`src/rtl/hid_active_key_tracker_core_defines.svh`:
```
// assertion macros used by the key tracker core
`ifndef HID_ACTIVE_KEY_TRACKER_CORE_DEFINES_SVH
`define HID_ACTIVE_KEY_TRACKER_CORE_DEFINES_SVH

// property that must hold at every edge outside reset
`define HAKT_ASSERT(lbl, prop, msg) \
  lbl: assert property (@(posedge clk_i) disable iff (!rst_ni) (prop)) else $error(msg);

// cause in this cycle, effect in the next one
`define HAKT_ASSERT_NEXT(lbl, cause, effect, msg) \
  lbl: assert property (@(posedge clk_i) disable iff (!rst_ni) (cause) |=> (effect)) \
    else $error(msg);

`endif

```
`src/rtl/hakt_pkg.sv`:
```
// shared types and constants of the key tracker
`default_nettype none

package hakt_pkg;

  localparam int unsigned MAX_KEYS_DEF = 6;
  localparam logic [7:0]  EMPTY_CODE   = 8'hFF;

  typedef struct packed {
    logic [7:0] key_code;
    logic       key_is_modifier;
    logic       key_down;
  } key_t;

  typedef struct packed {
    logic       record_kind;
    logic [2:0] slot_index;
    logic [7:0] slot_keycode;
    logic       slot_modifier;
    logic       slot_pressed;
    logic [2:0] active_keys;
    logic       last_record;
  } result_t;

  typedef struct packed {
    logic [7:0] keycode;
    logic       modifier;
    logic       pressed;
  } slot_t;

  localparam slot_t SLOT_EMPTY = '{keycode: EMPTY_CODE, modifier: 1'b0, pressed: 1'b0};

  typedef enum logic [1:0] {
    CELL_HOLD,
    CELL_REMOVE,
    CELL_APPEND,
    CELL_ROTATE
  } cell_op_e;

  // key looked up in every cell and loaded on a press
  typedef struct packed {
    logic [7:0] key_code;
    logic       modifier;
  } cell_key_t;

  typedef enum logic [1:0] {
    ST_IDLE,
    ST_UPDATE,
    ST_REPORT,
    ST_NOTICE
  } state_e;

  localparam logic KIND_SLOT   = 1'b0;
  localparam logic KIND_NOTICE = 1'b1;

endpackage

`default_nettype wire

```
`src/rtl/hid_active_key_tracker_core.sv`:
```
// top level of the held key tracker: control, count and the row of slot cells
//
// Keeps the keys currently held, in press order, in a row of MAX_KEYS slot
// cells. A beat is taken when start is high and busy is low; busy then stays
// high until every result of that beat has gone out. The first cycle after
// the beat looks the key up in all cells at once and applies the release
// (the cells from the hit onward take their right neighbor) or the press
// (the first free cell loads the key). When the table changed, results follow
// at once: with reporting enabled, one slot record per cycle, MAX_KEYS in
// all, read from cell 0 while the row rotates one place a cycle and ends
// where it began; with reporting disabled, a single notice. When nothing
// changed, the beat ends with no result. Results are shown for exactly one
// cycle with result_valid_o high and the receiver cannot stall them. The
// register report_enable is written through cfg_we_i / cfg_wdata_i and
// should change only while busy is low.
`default_nettype none
`include "hid_active_key_tracker_core_defines.svh"

module hid_active_key_tracker_core #(
  parameter int unsigned MAX_KEYS = hakt_pkg::MAX_KEYS_DEF
) (
  input  wire logic             clk_i,
  input  wire logic             rst_ni,
  input  wire logic             start,
  output      logic             busy,
  input  wire hakt_pkg::key_t   key_i,
  output      logic             result_valid_o,
  output      hakt_pkg::result_t result_o,
  input  wire logic             cfg_we_i,
  input  wire logic             cfg_wdata_i
);
  import hakt_pkg::*;

  // wide enough for a count of MAX_KEYS
  localparam int unsigned CW = $clog2(MAX_KEYS + 1);

  state_e        state_q, state_d;
  key_t          key_q;
  logic          report_en_q;
  logic [CW-1:0] count_q, count_d;
  logic [CW-1:0] idx_q, idx_d;
  cell_op_e      cell_op;
  cell_key_t     cell_key;
  slot_t         slots [MAX_KEYS];
  slot_t         nbr   [MAX_KEYS];
  logic [MAX_KEYS:0] hit;
  logic          found, full, last_idx;
  logic [CW+2:0] idx_ext, count_ext;

  // key of the held beat, compared in every cell
  assign cell_key = '{key_code: key_q.key_code, modifier: key_q.key_is_modifier};

  // row of cells, hit flag ripples left to right
  assign hit[0] = 1'b0;

  for (genvar g = 0; g < MAX_KEYS; g++) begin : g_cell
    if (g == MAX_KEYS - 1) begin : g_tail
      // tail wraps to the head while reporting, refills empty on a removal
      assign nbr[g] = (state_q == ST_REPORT) ? slots[0] : SLOT_EMPTY;
    end else begin : g_body
      assign nbr[g] = slots[g+1];
    end

    hakt_cell #(
      .IDX (g),
      .CW  (CW)
    ) u_cell (
      .clk_i   (clk_i),
      .rst_ni  (rst_ni),
      .op_i    (cell_op),
      .key_i   (cell_key),
      .count_i (count_q),
      .nbr_i   (nbr[g]),
      .hit_i   (hit[g]),
      .hit_o   (hit[g+1]),
      .slot_o  (slots[g])
    );
  end

  assign found    = hit[MAX_KEYS];
  assign full     = (count_q == CW'(MAX_KEYS));
  assign last_idx = (idx_q == CW'(MAX_KEYS - 1));
  assign busy     = (state_q != ST_IDLE);

  // fields are three bits wide whatever the table size
  assign idx_ext   = {3'b000, idx_q};
  assign count_ext = {3'b000, count_q};

  always_comb begin
    state_d        = state_q;
    count_d        = count_q;
    idx_d          = idx_q;
    cell_op        = CELL_HOLD;
    result_valid_o = 1'b0;
    result_o       = '0;
    case (state_q)
      ST_IDLE: begin
        if (start) begin
          state_d = ST_UPDATE;
        end
      end
      ST_UPDATE: begin
        idx_d   = '0;
        state_d = ST_IDLE;
        if (found && !key_q.key_down) begin
          cell_op = CELL_REMOVE;
          count_d = count_q - CW'(1);
          state_d = report_en_q ? ST_REPORT : ST_NOTICE;
        end else if (!found && key_q.key_down && !full) begin
          cell_op = CELL_APPEND;
          count_d = count_q + CW'(1);
          state_d = report_en_q ? ST_REPORT : ST_NOTICE;
        end
      end
      ST_REPORT: begin
        cell_op                = CELL_ROTATE;
        result_valid_o         = 1'b1;
        result_o.record_kind   = KIND_SLOT;
        result_o.slot_index    = idx_ext[2:0];
        result_o.slot_keycode  = slots[0].keycode;
        result_o.slot_modifier = slots[0].modifier;
        result_o.slot_pressed  = slots[0].pressed;
        result_o.active_keys   = count_ext[2:0];
        result_o.last_record   = last_idx;
        idx_d                  = idx_q + CW'(1);
        if (last_idx) begin
          state_d = ST_IDLE;
        end
      end
      ST_NOTICE: begin
        result_valid_o       = 1'b1;
        result_o.record_kind = KIND_NOTICE;
        result_o.active_keys = count_ext[2:0];
        result_o.last_record = 1'b1;
        state_d              = ST_IDLE;
      end
      default: state_d = ST_IDLE;
    endcase
  end

  always_ff @(posedge clk_i or negedge rst_ni) begin
    if (!rst_ni) begin
      state_q     <= ST_IDLE;
      count_q     <= '0;
      idx_q       <= '0;
      report_en_q <= 1'b1;
    end else begin
      state_q <= state_d;
      count_q <= count_d;
      idx_q   <= idx_d;
      if (cfg_we_i) begin
        report_en_q <= cfg_wdata_i;
      end
    end
  end

  // event beat, held for the lookup cycle
  always_ff @(posedge clk_i) begin
    if (start && !busy) begin
      key_q <= key_i;
    end
  end

  // checks
  `HAKT_ASSERT(a_count_range, count_q <= CW'(MAX_KEYS), "held count above table size")
  `HAKT_ASSERT(a_result_busy, !result_valid_o || busy, "result shown while idle")
  `HAKT_ASSERT_NEXT(a_last_ends, result_valid_o && result_o.last_record, !busy,
                    "still busy after last record")
  `HAKT_ASSERT_NEXT(a_beat_lookup, start && !busy, busy && !result_valid_o,
                    "accepted beat did not enter lookup")

endmodule

`default_nettype wire

```
`src/rtl/hakt_cell.sv`:
```
// one slot of the held key table
`default_nettype none

module hakt_cell #(
  parameter int unsigned IDX = 0,
  parameter int unsigned CW  = 3
) (
  input  wire logic                clk_i,
  input  wire logic                rst_ni,
  input  wire hakt_pkg::cell_op_e  op_i,
  input  wire hakt_pkg::cell_key_t key_i,
  input  wire logic [CW-1:0]       count_i,
  input  wire hakt_pkg::slot_t     nbr_i,
  input  wire logic                hit_i,
  output      logic                hit_o,
  output      hakt_pkg::slot_t     slot_o
);
  import hakt_pkg::*;

  slot_t slot_q, slot_d;
  logic  match;

  assign match  = slot_q.pressed && (slot_q.keycode == key_i.key_code)
                  && (slot_q.modifier == key_i.modifier);
  assign hit_o  = hit_i | match;
  assign slot_o = slot_q;

  always_comb begin
    slot_d = slot_q;
    case (op_i)
      CELL_REMOVE: begin
        // the removed entry and every entry after it take their successor
        if (hit_o) begin
          slot_d = nbr_i;
        end
      end
      CELL_APPEND: begin
        if (count_i == CW'(IDX)) begin
          slot_d = '{keycode: key_i.key_code, modifier: key_i.modifier, pressed: 1'b1};
        end
      end
      CELL_ROTATE: slot_d = nbr_i;
      default:     slot_d = slot_q;
    endcase
  end

  always_ff @(posedge clk_i or negedge rst_ni) begin
    if (!rst_ni) begin
      slot_q <= SLOT_EMPTY;
    end else begin
      slot_q <= slot_d;
    end
  end

endmodule

`default_nettype wire
```
`config.mk`:
```
export PLATFORM = sky130hd
export DESIGN_NAME = hid_active_key_tracker_core
export DESIGN_NICKNAME = d
export VERILOG_FILES = /design/src/rtl/hakt_pkg.sv /design/src/rtl/hid_active_key_tracker_core.sv /design/src/rtl/hakt_cell.sv
export VERILOG_INCLUDE_DIRS = /design/src /design/src/rtl
export SDC_FILE = /design/constraint.sdc
export NUM_CORES = 1
export LEC_CHECK = 0
export BUFFER_PORTS_ARGS = -buffer_cell sky130_fd_sc_hd__buf_2
export CAP_MARGIN = 20
export CORE_ASPECT_RATIO = 1.25
export CORE_MARGIN = 3
export CORE_UTILIZATION = 55
export CTS_BUF_LIST = sky130_fd_sc_hd__clkbuf_8
export DETAILED_ROUTE_END_ITERATION = 6
export PLACE_DENSITY_LB_ADDON = 0.2
export SYNTH_ARGS = -nofsm -noshare
export SYNTH_HDL_FRONTEND = slang
export SYNTH_SLANG_ARGS = --single-unit
```
`constraint.sdc`:
```
create_clock -name clk_i -period 3.7 [get_ports clk_i]
set_clock_uncertainty 0.05 [all_clocks]
set_input_delay 1.11 -clock clk_i [delete_from_list [all_inputs] [get_ports clk_i]]
set_output_delay 1.11 -clock clk_i [all_outputs]
set_load 0.02 [all_outputs]
```
==> results by group, run 1 <==
Global routing
  – Initial antenna violation count: 0
  – Largest net degree at the start of global routing: 58
  – Vias in the first global route: 3330
  – GRT overflow: 0
  – Gr usage total: 0.233
  – First-pass GRT wire length: 18.5 mm

Finish
  – Most common cell after layout, fill and taps aside: mux2_2
  – Filler cells: 738
  – N_diodes: 0
  – Layout net count: 476
  – Post-layout util: 0.623
  – Area growth, synth to finish: 9.28%
  – Design Area, Final: 5450 um2
  – Commonest cells after routing, fill and taps aside: mux2_2 (82), dfstp_2 (49), xor2_1 (48), buf_2 (34), inv_1 (25)
  – Layout cells sized above 1: 0.456

Logic synthesis
  – Post-synth EDFFs: 10
  – Prevailing post-synth register cell: dfstp_2
  – Top cells by area, synth: dfstp_2 (26%), mux2_2 (19%), dfrtp_1 (10%), xor2_1 (8.4%), edfxtp_1 (6.0%)
  – Yosys Warn Count: 0
  – FFs w/ async S/R, synth: 0.873
  – Synth Net Count: 449
  – Netlist cell types: 50
  – Avg Cell Area, Syn: 11.8 um2
  – Sequential share of the synthesized area: 0.419
  – Synthesized flop and latch total: 79
  – Top cell type's share of synthesized area: 0.258
  – Most area-hungry cell type in the Yosys netlist: dfstp_2
  – Synth Cell Area: 4990 um2
  – Cells after synthesis: 422

Clock network
  – TritonCTS Buffers: 9
  – CTS Root Cell: clkbuf_8
  – H-tree Lvls: 3
  – Post-cts sizing count: 0
  – Sink Count: 79
  – Reg clk slew, reported paths: 80 ps
  – CTS tree: yes
  – Post-CTS Setup Inserts: 0
  – Skew-Pair Late Insertion Delay: 360 ps
  – Bufs on Longest Clock Path: 2
  – Post-CTS Hold Fix Bufs: 0

Die
  – Die area: 10300 um2
  – Die Ht: 112 um
  – Top Ports: 35
  – Std-Cell Core Area: 8750 um2
  – Number of placement rows: 38
  – Initial Util: 0.570
  – Die width: 91.2 um

Routing
  – Vias per std cell: 5.76
  – Vias post-DR: 3305
  – Total iterations of the first detailed-routing run: 6
  – Drt drc: 0
  – Number of DRC markers in iteration 0: 181
  – Detail Route Antenna Nets: 0
  – Routed len/inst: 20.0 um
  – Post-Route WL: 11.5 mm

Critical path
  – Critical Path Max Stage Delay: 640 ps
  – CP Launch Type: register
  – Crit path max fanout: 12
  – CP arrival: 3550 ps
  – Crit path buf inv count: 0
  – CP max-delay cell: edfxtp_1
  – Kind of cell adding the most delay to the critical path: simple AND/OR/NAND/NOR gates
  – Worst Path Required: 3900 ps
  – Crit Path Category: register to register
  – Crit end category: register
  – Crit-path cells: xor2_1, nor4_1, nand4_1, and4_1, o21ai_0, o21a_1, mux2_2
  – R2R Setup Slk: 360 ps

STA
  – Fin. max-slew vios: 0
  – Slew margin rel.: 0.356
  – Count of final setup violators: 0
  – Final period util: 0.903
  – Final min period: 3340 ps
  – Unrepaired setup endpoints after global routing: no
  – Fmax: 299 MHz
  – Setup_tns: 0 ps
  – Fin. Hold Viols: 0
  – Fin worst setup slack: 359 ps
  – Worst slew pin tran: 965 ps

Placed design
  – Detailed Place HPWL: 8.09 mm
  – Pre-CTS setup slack: 442 ps
  – IO Port Bufs: 34
  – Routability cong.: 0.913
  – Placed cell areas: 5210 um2

Power
  – P per Cell Area: 813 nW/um2
  – Design Power: 0.00443 W
  – LEAKAGE: 2.44 nW
  – Worst ir drop on vdd: 0.469 mV

Flow run
  – Max_cap viols: 0

Status
  – Outcome: finished clean

Worst hold path
  – HP Class: register to register
## Yosys cell counts, drive strengths merged (2+ instances only)
master	count
nand2b	3
nand3	8
mux2	96
nor2	12
and4	2
xnor2	7
nand2	10
xor2	48
clkbuf	5
a31oi	3
o21ai	9
nand4	7
and2	12
buf	22
o22ai	9
dfrtp	20
ha	12
inv	25
a21oi	5
nor3	2
edfxtp	10
dfstp	49
o41ai	2
nor4	15
mux2i	13
## routing by layer
metal | track usage | part of all wire | wire length, um
met5 | 0 | 0 | 0
met4 | 0.0825 | 0.017 | 196
met3 | 0.0382 | 0.036 | 409
met2 | 0.403 | 0.52 | 5930
met1 | 0.294 | 0.43 | 4970
## cell type report
class | count | area (um2) | share of cell area
Tap cell | 120 | 150 | 0.0275
Clock buffer | 9 | 124 | 0.0227
Multi-Input combinational cell | 291 | 2610 | 0.479
Sequential cell | 79 | 2090 | 0.383
Timing Repair Buffer | 43 | 263 | 0.0482
Inverter | 25 | 93.8 | 0.0172
Clock inverter | 7 | 120 | 0.0220
## worst paths after layout
| kind | cells after the start | endpoint | start |
|---|---|---|---|
| worst max-delay path | 7 | g_cell[3].u_cell.slot_o[1]$_DFFE_PN0P_ | cell_key[8]$_DFFE_PP_ |
| worst min-delay path | 2 | g_cell[5].u_cell.slot_o[3]$_DFFE_PN1P_ | g_cell[5].u_cell.slot_o[3]$_DFFE_PN1P_ |
| worst max register to register | 7 | g_cell[3].u_cell.slot_o[1]$_DFFE_PN0P_ | cell_key[8]$_DFFE_PP_ |
| worst min register to register | 2 | g_cell[5].u_cell.slot_o[3]$_DFFE_PN1P_ | g_cell[5].u_cell.slot_o[3]$_DFFE_PN1P_ |
| max in group asynchronous | 2 | g_cell[0].u_cell.slot_o[7]$_DFFE_PN1P_ | rst_ni |
| min in group asynchronous | 1 | g_cell[5].u_cell.slot_o[1]$_DFFE_PN0P_ | rst_ni |
## worst reg2reg max path, cell delays in order, from the launching register on
cell	delay [ps]
edfxtp_1	640
xor2_1	270
nor4_1	550
nand4_1	260
and4_1	350
o21ai_0	190
o21a_1	520
mux2_2	400
## logic make-up (layout without fill, tap and decap cells)
kind of cell / Yosys count / count (layout) / synth area share
mux: 109 / 109 / 0.250
flops: 79 / 79 / 0.419
simple gates: 74 / 74 / 0.0833
xor+xnor: 55 / 55 / 0.0966
buf+inv: 52 / 84 / 0.0577
compound gates: 41 / 41 / 0.0632
fa+ha+maj: 12 / 12 / 0.0301
## registers in the layout (all words and copies together) (netlist names)
name                  flops
idx_q                     3
key_q                     1
cell_key                  9
report_en_q               1
count_q                   3
state_q                   2
g_cell.u_cell.slot_o     60
## where the power goes
| part | leakage, nW | internal (W) | total, W | switching (W) |
|---|---|---|---|---|
| sequential | 0.867 | 0.00136 | 0.00174 | 0.000383 |
| clock | 0.120 | 0.000450 | 0.000792 | 0.000341 |
| combinational | 1.45 | 0.000981 | 0.00189 | 0.000913 |
## per-stage QoR
step	hold slack (ps)	std cells
after floorplan	406	422
after global placement	417	558
after detailed placement	427	558
after CTS	439	574
after global routing	459	574
final	438	574
Power figures use the tool's default switching activity.
==> run 2, diff against run 1 <==
ABC_AREA = 1   (was unset)
==> run 2 against run 1 <==
  * Non-clock buffer count increased by 1
  * Clock power shrank 7.1%
  * Via count up 59%
  * Core utilization increased by 0.19 points
  * Highest routed layer unchanged
==> results by group, run 2 <==
Clock network
  – Skew-Pair Late Insertion Delay: 370 ps (was 360 ps)
  – CTS tree: yes (unchanged)
  – Sink Count: 79 (unchanged)
  – Bufs on Longest Clock Path: 2 (unchanged)
  – Reg clk slew, reported paths: 90 ps (was 80 ps)
  – Post-cts sizing count: 0 (unchanged)
  – Post-CTS Setup Inserts: 0 (unchanged)
  – TritonCTS Buffers: 9 (unchanged)
  – H-tree Lvls: 3 (unchanged)
  – CTS Root Cell: clkbuf_8 (unchanged)
  – Post-CTS Hold Fix Bufs: 0 (unchanged)

Global routing
  – Largest net degree at the start of global routing: 70 (was 58)
  – Vias in the first global route: 5179 (was 3330)
  – Gr usage total: 0.325 (was 0.233)
  – GRT overflow: 0 (unchanged)
  – First-pass GRT wire length: 26.9 mm (was 18.5 mm)
  – Initial antenna violation count: 0 (unchanged)

STA
  – Slew margin rel.: 0.581 (was 0.356)
  – Count of final setup violators: 0 (unchanged)
  – Worst slew pin tran: 628 ps (was 965 ps)
  – Final min period: 3100 ps (was 3340 ps)
  – Fmax: 322 MHz (was 299 MHz)
  – Final period util: 0.839 (was 0.903)
  – Setup_tns: 0 ps (unchanged)
  – Fin. max-slew vios: 0 (unchanged)
  – Fin. Hold Viols: 0 (unchanged)
  – Unrepaired setup endpoints after global routing: no (unchanged)

Finish
  – Most common cell after layout, fill and taps aside: nand2_1 (was mux2_2)
  – Area growth, synth to finish: 8.16% (was 9.28%)
  – N_diodes: 0 (unchanged)
  – Max reg flops: 60 (unchanged)
  – Layout net count: 831 (was 476)
  – Filler cells: 860 (was 738)
  – Commonest cells after routing, fill and taps aside: nand2_1 (373), inv_1 (68), nand3_1 (50), dfstp_2 (49), nor2_1 (46) (was mux2_2 (82), dfstp_2 (49), xor2_1 (48), buf_2 (34), inv_1 (25))
  – Register area: 2090 um2 (unchanged)
  – Post-layout util: 0.625 (was 0.623)
  – Multi-input logic area: 2840 um2 (was 2610 um2)
  – Layout cells sized above 1: 0.171 (was 0.456)

Logic synthesis
  – Netlist cell types: 42 (was 50)
  – Top cell type's share of synthesized area: 0.260 (was 0.258)
  – Sequential share of the synthesized area: 0.388 (was 0.419)
  – Commonest cells post-synth: nand2_1 (373), inv_1 (68), nand3_1 (50), dfstp_2 (49), nor2_1 (46) (was mux2_2 (82), dfstp_2 (49), xor2_1 (48), inv_1 (25), dfrtp_1 (20))
  – Avg Cell Area, Syn: 6.96 um2 (was 11.8 um2)
  – Synthesized flop and latch total: 79 (unchanged)
  – Synth Cell Area: 5390 um2 (was 4990 um2)
  – Yosys Warn Count: 0 (unchanged)
  – Top-count cell post-synth: nand2_1 (was mux2_2)
  – Post-synth EDFFs: 10 (unchanged)
  – Cells after synthesis: 774 (was 422)
  – Prevailing post-synth register cell: dfstp_2 (unchanged)
  – Top cells by area, synth: nand2_1 (26%), dfstp_2 (24%), dfrtp_1 (9.3%), edfxtp_1 (5.6%), inv_1 (4.7%) (was dfstp_2 (26%), mux2_2 (19%), dfrtp_1 (10%), xor2_1 (8.4%), edfxtp_1 (6.0%))
  – FFs w/ async S/R, synth: 0.873 (unchanged)
  – Most area-hungry cell type in the Yosys netlist: nand2_1 (was dfstp_2)
  – Synth Net Count: 801 (was 449)

Routing
  – Vias per std cell: 5.65 (was 5.76)
  – Post-Route WL: 16.8 mm (was 11.5 mm)
  – Vias post-DR: 5262 (was 3305)
  – Number of DRC markers in iteration 0: 443 (was 181)
  – Detail Route Antenna Nets: 0 (unchanged)
  – Drt drc: 0 (unchanged)
  – Total iterations of the first detailed-routing run: 6 (unchanged)
  – Routed len/inst: 18.0 um (was 20.0 um)

Critical path
  – CP arrival: 3370 ps (was 3550 ps)
  – CP Launch Type: register (unchanged)
  – Crit path max fanout: 12 (unchanged)
  – Launch point of the worst reg-to-reg path: cell_key[4]$_DFFE_PP_ (was cell_key[8]$_DFFE_PP_)
  – R2r worst-path depth: 16 (was 7)
  – R2R Setup Slk: 600 ps (was 360 ps)
  – Worst Setup SP: cell_key[4]$_DFFE_PP_ (was cell_key[8]$_DFFE_PP_)
  – Reg-to-Reg End: g_cell[1].u_cell.slot_o[2]$_DFFE_PN1P_ (was g_cell[3].u_cell.slot_o[1]$_DFFE_PN0P_)
  – Crit end category: register (unchanged)
  – Crit Path Category: register to register (unchanged)
  – Crit path to: g_cell[1].u_cell.slot_o[2]$_DFFE_PN1P_ (was g_cell[3].u_cell.slot_o[1]$_DFFE_PN0P_)
  – Worst Path Required: 3970 ps (was 3900 ps)

Die
  – Top Ports: 35 (unchanged)
  – Initial Util: 0.578 (was 0.570)
  – Die width: 94.5 um (was 91.2 um)
  – Std-Cell Core Area: 9320 um2 (was 8750 um2)
  – Number of placement rows: 39 (was 38)
  – Die area: 11000 um2 (was 10300 um2)
  – Die Ht: 117 um (was 112 um)

Worst hold path
  – HP Class: register to register (unchanged)

Placed design
  – Routability cong.: 1.02 (was 0.913)
  – Detailed Place HPWL: 12.4 mm (was 8.09 mm)
  – IO Port Bufs: 34 (unchanged)

Status
  – Outcome: finished clean (unchanged)

Power
  – Design Power: 0.00498 W (was 0.00443 W)
  – LEAKAGE: 3.22 nW (was 2.44 nW)
  – P per Cell Area: 855 nW/um2 (was 813 nW/um2)
  – Worst ir drop on vdd: 0.578 mV (was 0.469 mV)

Flow run
  – Max_cap viols: 0 (unchanged)
-- run 2: cell type report --
type,count,share of cell area
multi-input cells,599,0.487
flip-flops and latches,79,0.359
inverters,71,0.0458
repair buffers,44,0.0443
well taps,123,0.0264
clock buffers,9,0.0213
clock inverters,7,0.0165
-- run 2: power breakdown --
part | switching (W) | internal, W
registers | 0.000447 | 0.00137
logic | 0.00162 | 0.000807
clock network | 0.000354 | 0.000382
total | 0.00242 | 0.00256
-- run 2: worst min path at each step --
stage | startpoint | to | depth (start not counted)
2_1_floorplan | g_cell[1].u_cell.slot_o[6]$_DFFE_PN1P_ | g_cell[1].u_cell.slot_o[6]$_DFFE_PN1P_ | 2
3_3_place_gp | g_cell[1].u_cell.slot_o[6]$_DFFE_PN1P_ | g_cell[1].u_cell.slot_o[6]$_DFFE_PN1P_ | 2
3_5_place_dp | g_cell[1].u_cell.slot_o[9]$_DFFE_PN1P_ | g_cell[1].u_cell.slot_o[9]$_DFFE_PN1P_ | 2
4_1_cts | g_cell[1].u_cell.slot_o[6]$_DFFE_PN1P_ | g_cell[1].u_cell.slot_o[6]$_DFFE_PN1P_ | 2
5_1_grt | g_cell[1].u_cell.slot_o[4]$_DFFE_PN1P_ | g_cell[1].u_cell.slot_o[4]$_DFFE_PN1P_ | 2
6_report | g_cell[1].u_cell.slot_o[6]$_DFFE_PN1P_ | g_cell[1].u_cell.slot_o[6]$_DFFE_PN1P_ | 2
-- run 2: worst max-delay path, cell delays in order, from the launching register on --
cell and delay (ps):
edfxtp_1 680, inv_1 250, nand2_1 110, nand2_1 50, nor3_1 120, nand2_1 90
nor2_1 90, nand3_1 190, nand4_1 190, nand3_2 140, nand2_2 120, nand2_1 120
nand2_1 130, nand2_1 300, inv_2 250, nand2_1 90, nand2_1 70
-- run 2: logic make-up after synthesis --
kind of cell | after synthesis | synth area share
AND/OR/NAND/NOR | 531 | 0.429
buffers and inverters | 96 | 0.0853
flip-flops | 79 | 0.388
AO/OA/AOI/OAI | 35 | 0.0360
XOR/XNOR | 21 | 0.0342
adder cells (fa/ha/maj) | 12 | 0.0279
-- run 2: per-layer routing --
metal / vias up / part of all wire / GRT usage
li1: 2466 / - / -
met4: 0 / 0.065 / 0.218
met5: - / 0 / 0
met3: 79 / 0.079 / 0.0631
met1: 2464 / 0.38 / 0.390
met2: 253 / 0.47 / 0.528
-- run 2: per-stage QoR --
stage                     setup slack, ps  area (um2)  hold WS (ps)  cells
final                                 596        5820           445    932
after global placement                645        5600           433    916
after global routing                  314        5820           465    932
after detailed placement              658        5600           430    916
after floorplan                       614        5390           408    774
after CTS                             636        5820           449    932
